File: src/design/lcdseq_pkg.sv
// package: shared types, codes and constants of the lcd nibble write sequencer
`default_nettype none
package lcdseq_pkg;

    localparam int KIND_W   = 2;
    localparam int BYTE_W   = 8;
    localparam int ROW_W    = 2;
    localparam int COL_W    = 6;
    localparam int NIBBLE_W = 4;
    localparam int WAIT_W   = 8;
    localparam int ADDR_W   = 7;
    localparam int CFG_IDX_W  = 2;
    localparam int CFG_DATA_W = 8;

    localparam int QUEUE_DEPTH = 2;

    localparam logic [KIND_W-1:0] KIND_CMD  = 2'd0;
    localparam logic [KIND_W-1:0] KIND_CHAR = 2'd1;
    localparam logic [KIND_W-1:0] KIND_MOVE = 2'd2;
    localparam logic [KIND_W-1:0] KIND_NONE = 2'd3;

    localparam logic [CFG_IDX_W-1:0] CFG_SETTLE = 2'd0;
    localparam logic [CFG_IDX_W-1:0] CFG_PHASE  = 2'd1;

    localparam logic [WAIT_W-1:0] SETTLE_RESET = 8'd10;
    localparam logic [WAIT_W-1:0] PHASE_RESET  = 8'd1;

    localparam logic SET_DDRAM_BIT = 1'b1;

    typedef struct packed {
        logic              rs;
        logic [BYTE_W-1:0] value;
    } lcdseq_entry_t;

    function automatic logic [ADDR_W-1:0] row_base(input logic [ROW_W-1:0] r);
        logic [ADDR_W-1:0] b;
        unique case (r)
            2'd0: b = 7'h00;
            2'd1: b = 7'h40;
            2'd2: b = 7'h14;
            2'd3: b = 7'h54;
            default: b = 7'h00;
        endcase
        return b;
    endfunction

endpackage
`default_nettype wire

File: src/design/lcdseq_if.sv
// interfaces: request, pin snapshot and configuration channels
`default_nettype none
interface lcdseq_req_if;
    logic                              valid;
    logic                              ready;
    logic [lcdseq_pkg::KIND_W-1:0]     kind;
    logic [lcdseq_pkg::BYTE_W-1:0]     byte_value;
    logic [lcdseq_pkg::ROW_W-1:0]      row;
    logic [lcdseq_pkg::COL_W-1:0]      column;

    modport source (output valid, kind, byte_value, row, column, input ready);
    modport sink   (input valid, kind, byte_value, row, column, output ready);
endinterface

interface lcdseq_pin_if;
    logic                              valid;
    logic                              ready;
    logic                              reg_select;
    logic                              enable_pin;
    logic [lcdseq_pkg::NIBBLE_W-1:0]   data_nibble;
    logic [lcdseq_pkg::WAIT_W-1:0]     wait_ms;
    logic                              last;

    modport source (output valid, reg_select, enable_pin, data_nibble, wait_ms, last,
                    input ready);
    modport sink   (input valid, reg_select, enable_pin, data_nibble, wait_ms, last,
                    output ready);
endinterface

interface lcdseq_cfg_if;
    logic                                valid;
    logic                                ready;
    logic [lcdseq_pkg::CFG_IDX_W-1:0]    index;
    logic [lcdseq_pkg::CFG_DATA_W-1:0]   data;

    modport source (output valid, index, data, input ready);
    modport sink   (input valid, index, data, output ready);
endinterface
`default_nettype wire

File: src/design/lcdseq_front.sv
// front end: accepts requests, drops unused kinds, builds the byte and rs level
`default_nettype none
module lcdseq_front
(
    lcdseq_req_if.sink                   req,
    output logic                         push,
    output lcdseq_pkg::lcdseq_entry_t    push_entry,
    input  logic                         push_ready
);

    logic [lcdseq_pkg::ADDR_W-1:0] addr;

    assign addr = lcdseq_pkg::row_base(req.row)
                + {{(lcdseq_pkg::ADDR_W-lcdseq_pkg::COL_W){1'b0}}, req.column};

    assign req.ready = push_ready;

    always_comb
    begin
        push             = 1'b0;
        push_entry.rs    = 1'b0;
        push_entry.value = req.byte_value;
        unique case (req.kind)
            lcdseq_pkg::KIND_CMD:
            begin
                push = req.valid;
            end
            lcdseq_pkg::KIND_CHAR:
            begin
                push          = req.valid;
                push_entry.rs = 1'b1;
            end
            lcdseq_pkg::KIND_MOVE:
            begin
                push             = req.valid;
                push_entry.value = {lcdseq_pkg::SET_DDRAM_BIT, addr};
            end
            lcdseq_pkg::KIND_NONE:
            begin
                push = 1'b0;
            end
            default:
            begin
                push = 1'b0;
            end
        endcase
    end

endmodule
`default_nettype wire

File: src/design/lcdseq_queue.sv
// short fifo between the front end and the transfer sequencer
`default_nettype none
module lcdseq_queue
#(
    parameter int DEPTH = lcdseq_pkg::QUEUE_DEPTH
)
(
    input  logic                         clk,
    input  logic                         rst_n,
    input  logic                         push,
    input  lcdseq_pkg::lcdseq_entry_t    push_entry,
    output logic                         push_ready,
    input  logic                         pop,
    output logic                         pop_valid,
    output lcdseq_pkg::lcdseq_entry_t    pop_entry
);

    localparam int PTR_W = (DEPTH > 1) ? $clog2(DEPTH) : 1;
    localparam int CNT_W = $clog2(DEPTH + 1);
    localparam logic [PTR_W-1:0] PTR_LAST = PTR_W'(DEPTH - 1);
    localparam logic [CNT_W-1:0] CNT_FULL = CNT_W'(DEPTH);

    lcdseq_pkg::lcdseq_entry_t mem [DEPTH];

    logic [PTR_W-1:0] wr_ptr_reg, wr_ptr_next;
    logic [PTR_W-1:0] rd_ptr_reg, rd_ptr_next;
    logic [CNT_W-1:0] count_reg, count_next;
    logic             do_push, do_pop;

    assign push_ready = (count_reg != CNT_FULL);
    assign pop_valid  = (count_reg != '0);
    assign pop_entry  = mem[rd_ptr_reg];
    assign do_push    = push && push_ready;
    assign do_pop     = pop && pop_valid;

    always_comb
    begin
        wr_ptr_next = wr_ptr_reg;
        rd_ptr_next = rd_ptr_reg;
        count_next  = count_reg;
        if (do_push)
        begin
            wr_ptr_next = (wr_ptr_reg == PTR_LAST) ? '0 : wr_ptr_reg + 1'b1;
        end
        if (do_pop)
        begin
            rd_ptr_next = (rd_ptr_reg == PTR_LAST) ? '0 : rd_ptr_reg + 1'b1;
        end
        if (do_push && !do_pop)
        begin
            count_next = count_reg + 1'b1;
        end
        else if (do_pop && !do_push)
        begin
            count_next = count_reg - 1'b1;
        end
    end

    always_ff @(posedge clk or negedge rst_n)
    begin
        if (!rst_n)
        begin
            wr_ptr_reg <= '0;
            rd_ptr_reg <= '0;
            count_reg  <= '0;
        end
        else
        begin
            wr_ptr_reg <= wr_ptr_next;
            rd_ptr_reg <= rd_ptr_next;
            count_reg  <= count_next;
        end
    end

    always_ff @(posedge clk)
    begin
        if (do_push)
        begin
            mem[wr_ptr_reg] <= push_entry;
        end
    end

endmodule
`default_nettype wire

File: src/design/lcdseq_back.sv
// back end: steps one byte through eight pin snapshots into an output register
`default_nettype none
module lcdseq_back
(
    input  logic                            clk,
    input  logic                            rst_n,
    input  logic                            q_valid,
    input  lcdseq_pkg::lcdseq_entry_t       q_entry,
    output logic                            q_pop,
    input  logic [lcdseq_pkg::WAIT_W-1:0]   settle_wait,
    input  logic [lcdseq_pkg::WAIT_W-1:0]   phase_wait,
    lcdseq_pin_if.source                    pins
);

    localparam logic [2:0] STEP_RS      = 3'd1;
    localparam logic [2:0] STEP_E_HI1   = 3'd2;
    localparam logic [2:0] STEP_D_HI    = 3'd3;
    localparam logic [2:0] STEP_E_LO1   = 3'd4;
    localparam logic [2:0] STEP_E_HI2   = 3'd5;
    localparam logic [2:0] STEP_D_LO    = 3'd6;
    localparam logic [2:0] STEP_E_LO2   = 3'd7;
    localparam logic [2:0] STEP_SETTLE  = 3'd0;

    logic                               busy_reg, busy_next;
    logic [2:0]                         step_reg, step_next;
    lcdseq_pkg::lcdseq_entry_t          cur_reg, cur_next;
    logic                               valid_reg, valid_next;
    logic                               rs_reg, rs_next;
    logic                               e_reg, e_next;
    logic [lcdseq_pkg::NIBBLE_W-1:0]    d_reg, d_next;
    logic [lcdseq_pkg::WAIT_W-1:0]      wait_reg, wait_next;
    logic                               last_reg, last_next;
    logic                               advance;

    assign advance = !valid_reg || pins.ready;
    assign q_pop   = advance && !busy_reg && q_valid;

    assign pins.valid       = valid_reg;
    assign pins.reg_select  = rs_reg;
    assign pins.enable_pin  = e_reg;
    assign pins.data_nibble = d_reg;
    assign pins.wait_ms     = wait_reg;
    assign pins.last        = last_reg;

    always_comb
    begin
        busy_next  = busy_reg;
        step_next  = step_reg;
        cur_next   = cur_reg;
        valid_next = valid_reg;
        rs_next    = rs_reg;
        e_next     = e_reg;
        d_next     = d_reg;
        wait_next  = wait_reg;
        last_next  = last_reg;
        if (advance)
        begin
            if (q_pop)
            begin
                valid_next = 1'b1;
                wait_next  = settle_wait;
                last_next  = 1'b0;
                cur_next   = q_entry;
                busy_next  = 1'b1;
                step_next  = STEP_RS;
            end
            else if (busy_reg)
            begin
                valid_next = 1'b1;
                wait_next  = phase_wait;
                last_next  = 1'b0;
                step_next  = step_reg + 1'b1;
                unique case (step_reg)
                    STEP_RS:     rs_next = cur_reg.rs;
                    STEP_E_HI1:  e_next  = 1'b1;
                    STEP_D_HI:   d_next  = cur_reg.value[7:4];
                    STEP_E_LO1:  e_next  = 1'b0;
                    STEP_E_HI2:  e_next  = 1'b1;
                    STEP_D_LO:   d_next  = cur_reg.value[3:0];
                    STEP_E_LO2:
                    begin
                        e_next    = 1'b0;
                        last_next = 1'b1;
                        busy_next = 1'b0;
                        step_next = STEP_SETTLE;
                    end
                    STEP_SETTLE: busy_next = 1'b0;
                    default:     busy_next = 1'b0;
                endcase
            end
            else
            begin
                valid_next = 1'b0;
            end
        end
    end

    always_ff @(posedge clk or negedge rst_n)
    begin
        if (!rst_n)
        begin
            busy_reg  <= 1'b0;
            step_reg  <= STEP_SETTLE;
            valid_reg <= 1'b0;
            rs_reg    <= 1'b0;
            e_reg     <= 1'b0;
            d_reg     <= '0;
        end
        else
        begin
            busy_reg  <= busy_next;
            step_reg  <= step_next;
            valid_reg <= valid_next;
            rs_reg    <= rs_next;
            e_reg     <= e_next;
            d_reg     <= d_next;
        end
    end

    always_ff @(posedge clk)
    begin
        cur_reg  <= cur_next;
        wait_reg <= wait_next;
        last_reg <= last_next;
    end

endmodule
`default_nettype wire

File: src/design/char_lcd_nibble_write_sequencer.sv
// top level: lcd nibble write sequencer with configuration registers
//
// channel  role  contents
// cmd      sink  kind, byte_value, row, column
// pins     src   reg_select, enable_pin, data_nibble, wait_ms, last
// cfg      sink  index, data (always ready)
//
// each byte gives eight snapshots, one per cycle unless the output stalls,
// stepped by the back end step counter; unused kinds give no snapshot. the
// front end takes requests into a QUEUE_DEPTH entry fifo until it is full
// while output stalls. reset clears pin levels to 0, waits to 10 and 1.
`default_nettype none
module char_lcd_nibble_write_sequencer
#(
    parameter int QUEUE_DEPTH = lcdseq_pkg::QUEUE_DEPTH
)
(
    input  logic          clk,
    input  logic          rst_n,
    lcdseq_req_if.sink    cmd,
    lcdseq_pin_if.source  pins,
    lcdseq_cfg_if.sink    cfg
);

    logic [lcdseq_pkg::WAIT_W-1:0] settle_reg;
    logic [lcdseq_pkg::WAIT_W-1:0] phase_reg;

    logic                          push;
    lcdseq_pkg::lcdseq_entry_t     push_entry;
    logic                          push_ready;
    logic                          q_pop;
    logic                          q_valid;
    lcdseq_pkg::lcdseq_entry_t     q_entry;

    assign cfg.ready = 1'b1;

    always_ff @(posedge clk or negedge rst_n)
    begin
        if (!rst_n)
        begin
            settle_reg <= lcdseq_pkg::SETTLE_RESET;
            phase_reg  <= lcdseq_pkg::PHASE_RESET;
        end
        else if (cfg.valid)
        begin
            if (cfg.index == lcdseq_pkg::CFG_SETTLE)
            begin
                settle_reg <= cfg.data;
            end
            else if (cfg.index == lcdseq_pkg::CFG_PHASE)
            begin
                phase_reg <= cfg.data;
            end
        end
    end

    lcdseq_front u_front
    (
        .req        (cmd),
        .push       (push),
        .push_entry (push_entry),
        .push_ready (push_ready)
    );

    lcdseq_queue
    #(
        .DEPTH (QUEUE_DEPTH)
    )
    u_queue
    (
        .clk        (clk),
        .rst_n      (rst_n),
        .push       (push),
        .push_entry (push_entry),
        .push_ready (push_ready),
        .pop        (q_pop),
        .pop_valid  (q_valid),
        .pop_entry  (q_entry)
    );

    lcdseq_back u_back
    (
        .clk         (clk),
        .rst_n       (rst_n),
        .q_valid     (q_valid),
        .q_entry     (q_entry),
        .q_pop       (q_pop),
        .settle_wait (settle_reg),
        .phase_wait  (phase_reg),
        .pins        (pins)
    );

endmodule
`default_nettype wire
File: src/flat_wrapper.sv
// flat-port wrapper written by rule: the top's interface ports become plain ports
module char_lcd_nibble_write_sequencer_flat 
#(
    parameter int QUEUE_DEPTH = lcdseq_pkg::QUEUE_DEPTH
)
  (clk, rst_n, cmd_valid, cmd_kind, cmd_byte_value, cmd_row, cmd_column, cmd_ready, pins_valid, pins_reg_select, pins_enable_pin, pins_data_nibble, pins_wait_ms, pins_last, pins_ready, cfg_valid, cfg_index, cfg_data, cfg_ready);
  lcdseq_req_if cmd_i ();
  lcdseq_pin_if pins_i ();
  lcdseq_cfg_if cfg_i ();
  input  logic clk;
  input  logic rst_n;
  input wire logic [$bits(cmd_i.valid)-1:0] cmd_valid;
  input wire logic [$bits(cmd_i.kind)-1:0] cmd_kind;
  input wire logic [$bits(cmd_i.byte_value)-1:0] cmd_byte_value;
  input wire logic [$bits(cmd_i.row)-1:0] cmd_row;
  input wire logic [$bits(cmd_i.column)-1:0] cmd_column;
  output wire logic [$bits(cmd_i.ready)-1:0] cmd_ready;
  output wire logic [$bits(pins_i.valid)-1:0] pins_valid;
  output wire logic [$bits(pins_i.reg_select)-1:0] pins_reg_select;
  output wire logic [$bits(pins_i.enable_pin)-1:0] pins_enable_pin;
  output wire logic [$bits(pins_i.data_nibble)-1:0] pins_data_nibble;
  output wire logic [$bits(pins_i.wait_ms)-1:0] pins_wait_ms;
  output wire logic [$bits(pins_i.last)-1:0] pins_last;
  input wire logic [$bits(pins_i.ready)-1:0] pins_ready;
  input wire logic [$bits(cfg_i.valid)-1:0] cfg_valid;
  input wire logic [$bits(cfg_i.index)-1:0] cfg_index;
  input wire logic [$bits(cfg_i.data)-1:0] cfg_data;
  output wire logic [$bits(cfg_i.ready)-1:0] cfg_ready;
  assign cmd_i.valid = cmd_valid;
  assign cmd_i.kind = cmd_kind;
  assign cmd_i.byte_value = cmd_byte_value;
  assign cmd_i.row = cmd_row;
  assign cmd_i.column = cmd_column;
  assign cmd_ready = cmd_i.ready;
  assign pins_valid = pins_i.valid;
  assign pins_reg_select = pins_i.reg_select;
  assign pins_enable_pin = pins_i.enable_pin;
  assign pins_data_nibble = pins_i.data_nibble;
  assign pins_wait_ms = pins_i.wait_ms;
  assign pins_last = pins_i.last;
  assign pins_i.ready = pins_ready;
  assign cfg_i.valid = cfg_valid;
  assign cfg_i.index = cfg_index;
  assign cfg_i.data = cfg_data;
  assign cfg_ready = cfg_i.ready;
  char_lcd_nibble_write_sequencer #(.QUEUE_DEPTH(QUEUE_DEPTH)) u_core (.clk(clk), .rst_n(rst_n), .cmd(cmd_i), .pins(pins_i), .cfg(cfg_i));
endmodule
File: config.mk
export PLATFORM = sky130hd
export DESIGN_NAME = char_lcd_nibble_write_sequencer_flat
export DESIGN_NICKNAME = d
export VERILOG_FILES = /design/src/design/lcdseq_pkg.sv /design/src/design/lcdseq_if.sv /design/src/design/lcdseq_front.sv /design/src/design/lcdseq_queue.sv /design/src/design/lcdseq_back.sv /design/src/design/char_lcd_nibble_write_sequencer.sv /design/src/flat_wrapper.sv
export SDC_FILE = /design/constraint.sdc
export NUM_CORES = 1
export LEC_CHECK = 0
export BUFFER_PORTS_ARGS = -buffer_cell sky130_fd_sc_hd__buf_2
export CAP_MARGIN = 20
export CORE_UTILIZATION = 50
export CTS_BUF_LIST = sky130_fd_sc_hd__clkbuf_4
export DETAILED_ROUTE_END_ITERATION = 12
export PLACE_DENSITY = 0.75
export SYNTH_ARGS = -nofsm -noshare
export SYNTH_HDL_FRONTEND = slang
export SYNTH_SLANG_ARGS = --single-unit
File: constraint.sdc
create_clock -name clk -period 1.8 [get_ports clk]
set_clock_uncertainty 0.1 [all_clocks]
set_input_delay 0.09 -clock clk [delete_from_list [all_inputs] [get_ports clk]]
set_output_delay 0.09 -clock clk [all_outputs]
set_load 0.01 [all_outputs]
==> metrics.md <==
| Metric | Value |
|---|---|
| Most frequently used flop master after synthesis | edfxtp_1 |
| Number of synthesis warnings | 0 |
| Number of buffers added by the clock tree synthesis step | 9 |
| DRT iter0 DRCs | 68 |
| Final setup violation count | 0 |
| Detail Placement HPWL | 3270 um |
| Post-detailed-placement cell area | between 3000 and 4000 um2 |
| Final antenna-violating net count | 0 |
| Power per Cell Area | about 1300 nW/um2 |
| Min-Delay Path Class | input pin to register |
| Reported max-cap violation count | 0 |
| Area growth, synth to finish | 27.3% |
| Post-route fraction of the period consumed by the critical path | about 94% |
| Pre-CTS WS | 0.0732 ns |
| Number of primary I/O pins | 51 |
| Layout Cell Area excl Fill | between 3000 and 4000 um2 |
| Worst rel slew slack | a little over half |
| Maximum buffer depth of the clock tree | 2 |
| Post-detailed-route via-to-cell ratio | 5.03 |
| Placeable core region | 5570 um2 |
| Critical path's slowest cell | dfrtp_1 |
| Fin cells | 364 |
| Leakage power | 0.00158 uW |
| Number of distinct library cells after synthesis | 40 |
| Post-synthesis average cell area | 14.7 um2 |
| Total standard cell area after synthesis | 2930 um2 |
| Synth top area cells | edfxtp_1, dfrtp_1, mux2_2, ha_1, dfstp_2 |
| Net count after synthesis | 239 |
| Count of final max-slew check failures | 0 |
| Maximum net fanout on the critical path | 4 |
| Number of H-tree levels | 3 |
| Die W | 78.6 um |
| Register bit total from synthesis | 67 |
| Number of antenna violations at the first check in global routing | 0 |
| Number of input and output port buffers inserted | 49 |
| Flip-flop count of the largest register, all copies and words added | 18 |
| Final count of hold timing violations | 0 |
| Root buf cell | clkbuf_4 |
| Result of the run | completed |
| Largest stage delay on the critical path | a little under 0.4 ns |
| Top cell type by total area after synthesis | edfxtp_1 |
| Number of global-route vias before repair | 1866 |
| Count of clock tree sinks | 67 |
| Via count | 1832 |
| Pin count of the biggest net entering global routing | 32 |
| Total iterations of the first detailed-routing run | 4 |
| Wirelength per Cell | 13.6 um |
| Total global routing track utilization | 18.2% |
| Critical Path Most Common Cell | mux2_2 |
| Worst EP arrival | 1.85 ns |
| Share of layout cells above drive strength 1 | 44.2% |
| Highest clock frequency the design can meet | roughly 600 MHz |
| Post-route setup TNS | 0 ns |
| Full die area | roughly 6200 um2 |
| Worst EP required | between 1.5 and 2 ns |
| Site row count | 27 |
| Crit start category | register |
| Cell breakdown of the critical path | inv_1 -> ha_1 -> mux2_2 -> nand3_2 -> mux2_2 |
| Area share of the largest cell type after synthesis | between 30 and 40% |
| Number of synthesized flops with an enable pin | 36 |
| Maximum vdd ir drop | 0.577 mV |
| Clock network latency to the later pin of the worst-skew pair | 0.38 ns |
| Overall overflow remaining after global route | 0 |
| Post-layout net count | 327 |
| Async S/R FF share, synth | 46.3% |
| Final min period | 1.70 ns |
| CTS clock-pin slew for the worst setup and hold paths | about 0.1 ns |
| Die span in y | 78.6 um |
| Final wirelength | 4940 um |
| Routability congestion estimate | 0.728 |
| Global-route wire length before repair | ~8400 um |
| Worst-margin pin slew | 0.707 ns |
| Remaining routing DRC violations | 0 |
| Crit end category | register |
| TritonCTS clock tree | yes |
| Final setup slack of the worst path | 0.104 ns |
| Post-Synthesis Cells | 199 |
| Count of antenna diodes in the layout | 0 |
| Sequential element share of the synthesized area | 63.5% |
| Initial cell density of the core | a little over half |
| Final Util | 67.0% |
| Critical path class | register to register |
| Number of cells after detailed placement | between 300 and 400 |
==> layout by cell type, fill, tap and decap left out, types with 6 or more instances in the layout <==
master	synthesis	routed
clkbuf_4	0	10
ha_1	7	6
dfrtp_1	28	28
buf_2	1	49
buf_4	3	8
edfxtp_1	36	36
inv_1	7	7
nand2_1	19	18
dlygate4sd3_1	0	24
xnor2_1	6	6
mux2_2	44	44
==> what timing repair did <==
item | in CTS | in global routing
resized for setup | 0 | 6
setup endpoints to repair | 0 | 13
hold buffers | 24 | 0
buffers inserted | 0 | 1
hold endpoints to repair | 64 | 0
==> final timing paths <==
check / start / to / slack (ns) / depth (start not counted)
worst min-delay path: cmd_row[0] / u_core.u_queue.mem[1][6] / 0.05 / 4
worst max-delay path: u_core.u_back.step_reg[0] / u_core.u_back.pins.data_nibble[3] / 0.10 / 5
worst max register to register: u_core.u_back.step_reg[0] / u_core.u_back.pins.data_nibble[3] / 0.10 / 5
worst min register to register: u_core.u_queue.wr_ptr_reg / u_core.u_queue.wr_ptr_reg / 0.40 / 1
max in group asynchronous: rst_n / u_core.u_back.pins.data_nibble[0] / 0.95 / 2
min in group asynchronous: rst_n / u_core.phase_reg[1] / 0.17 / 2
==> cells in the mapped netlist (all sizes together), types with 4 or more instances <==
library cell,number
buf,5
dfrtp,28
edfxtp,36
ha,7
inv,8
mux2,44
nand2,19
nand3,4
nor2,5
xnor2,6
==> critical path, delay by kind of cell (launching register included) <==
kind,cells,cell delay (ns)
buf+inv,1,0.09
fa+ha+maj,1,0.24
mux,2,0.63
simple gates,1,0.13
flops,1,0.39
==> through the flow <==
step	power, uW	hold slack (ns)
after floorplan	3280	-0.306
after global placement	3710	0.0795
after detailed placement	3750	0.0868
after CTS	4870	0.0216
after global routing	5180	0.0374
final	4880	0.0520
==> metal layers <==
layer  share of wire (%)  track usage [%]  vias up
li1                    -                -      889
met1                  45             22.9      890
met2                  50             30.3       49
met3                 4.0             4.42        4
met4                0.77             7.22        0
met5                   0                0        -
==> cell families after synthesis <==
family / count (synthesis) / share of synthesized area [%]
flops: 67 / 63.5
buf+inv: 13 / 2.35
simple gates: 45 / 8.41
xor+xnor: 8 / 2.39
mux: 45 / 17.2
compound gates: 12 / 2.69
other cells: 1 / 0.128
fa+ha+maj: 8 / 3.33
==> power by group <==
| part | leakage [uW] | switching (uW) | internal (uW) | total, uW |
|---|---|---|---|---|
| combinational | 0.000805 | 650 | 784 | 1430 |
| clock | 0.0000815 | 501 | 569 | 1070 |
| sequential | 0.000698 | 245 | 2130 | 2370 |
==> layout make-up <==
cell class	count	area, um2
multi-input combinational	119	1030
timing repair buffer	82	566
clock inverter	6	80.1
sequential	67	1860
fill	407	1840
clock buffer	10	75.1
inverter	8	30.0
tap	72	90.1
Power figures use the tool's default switching activity.
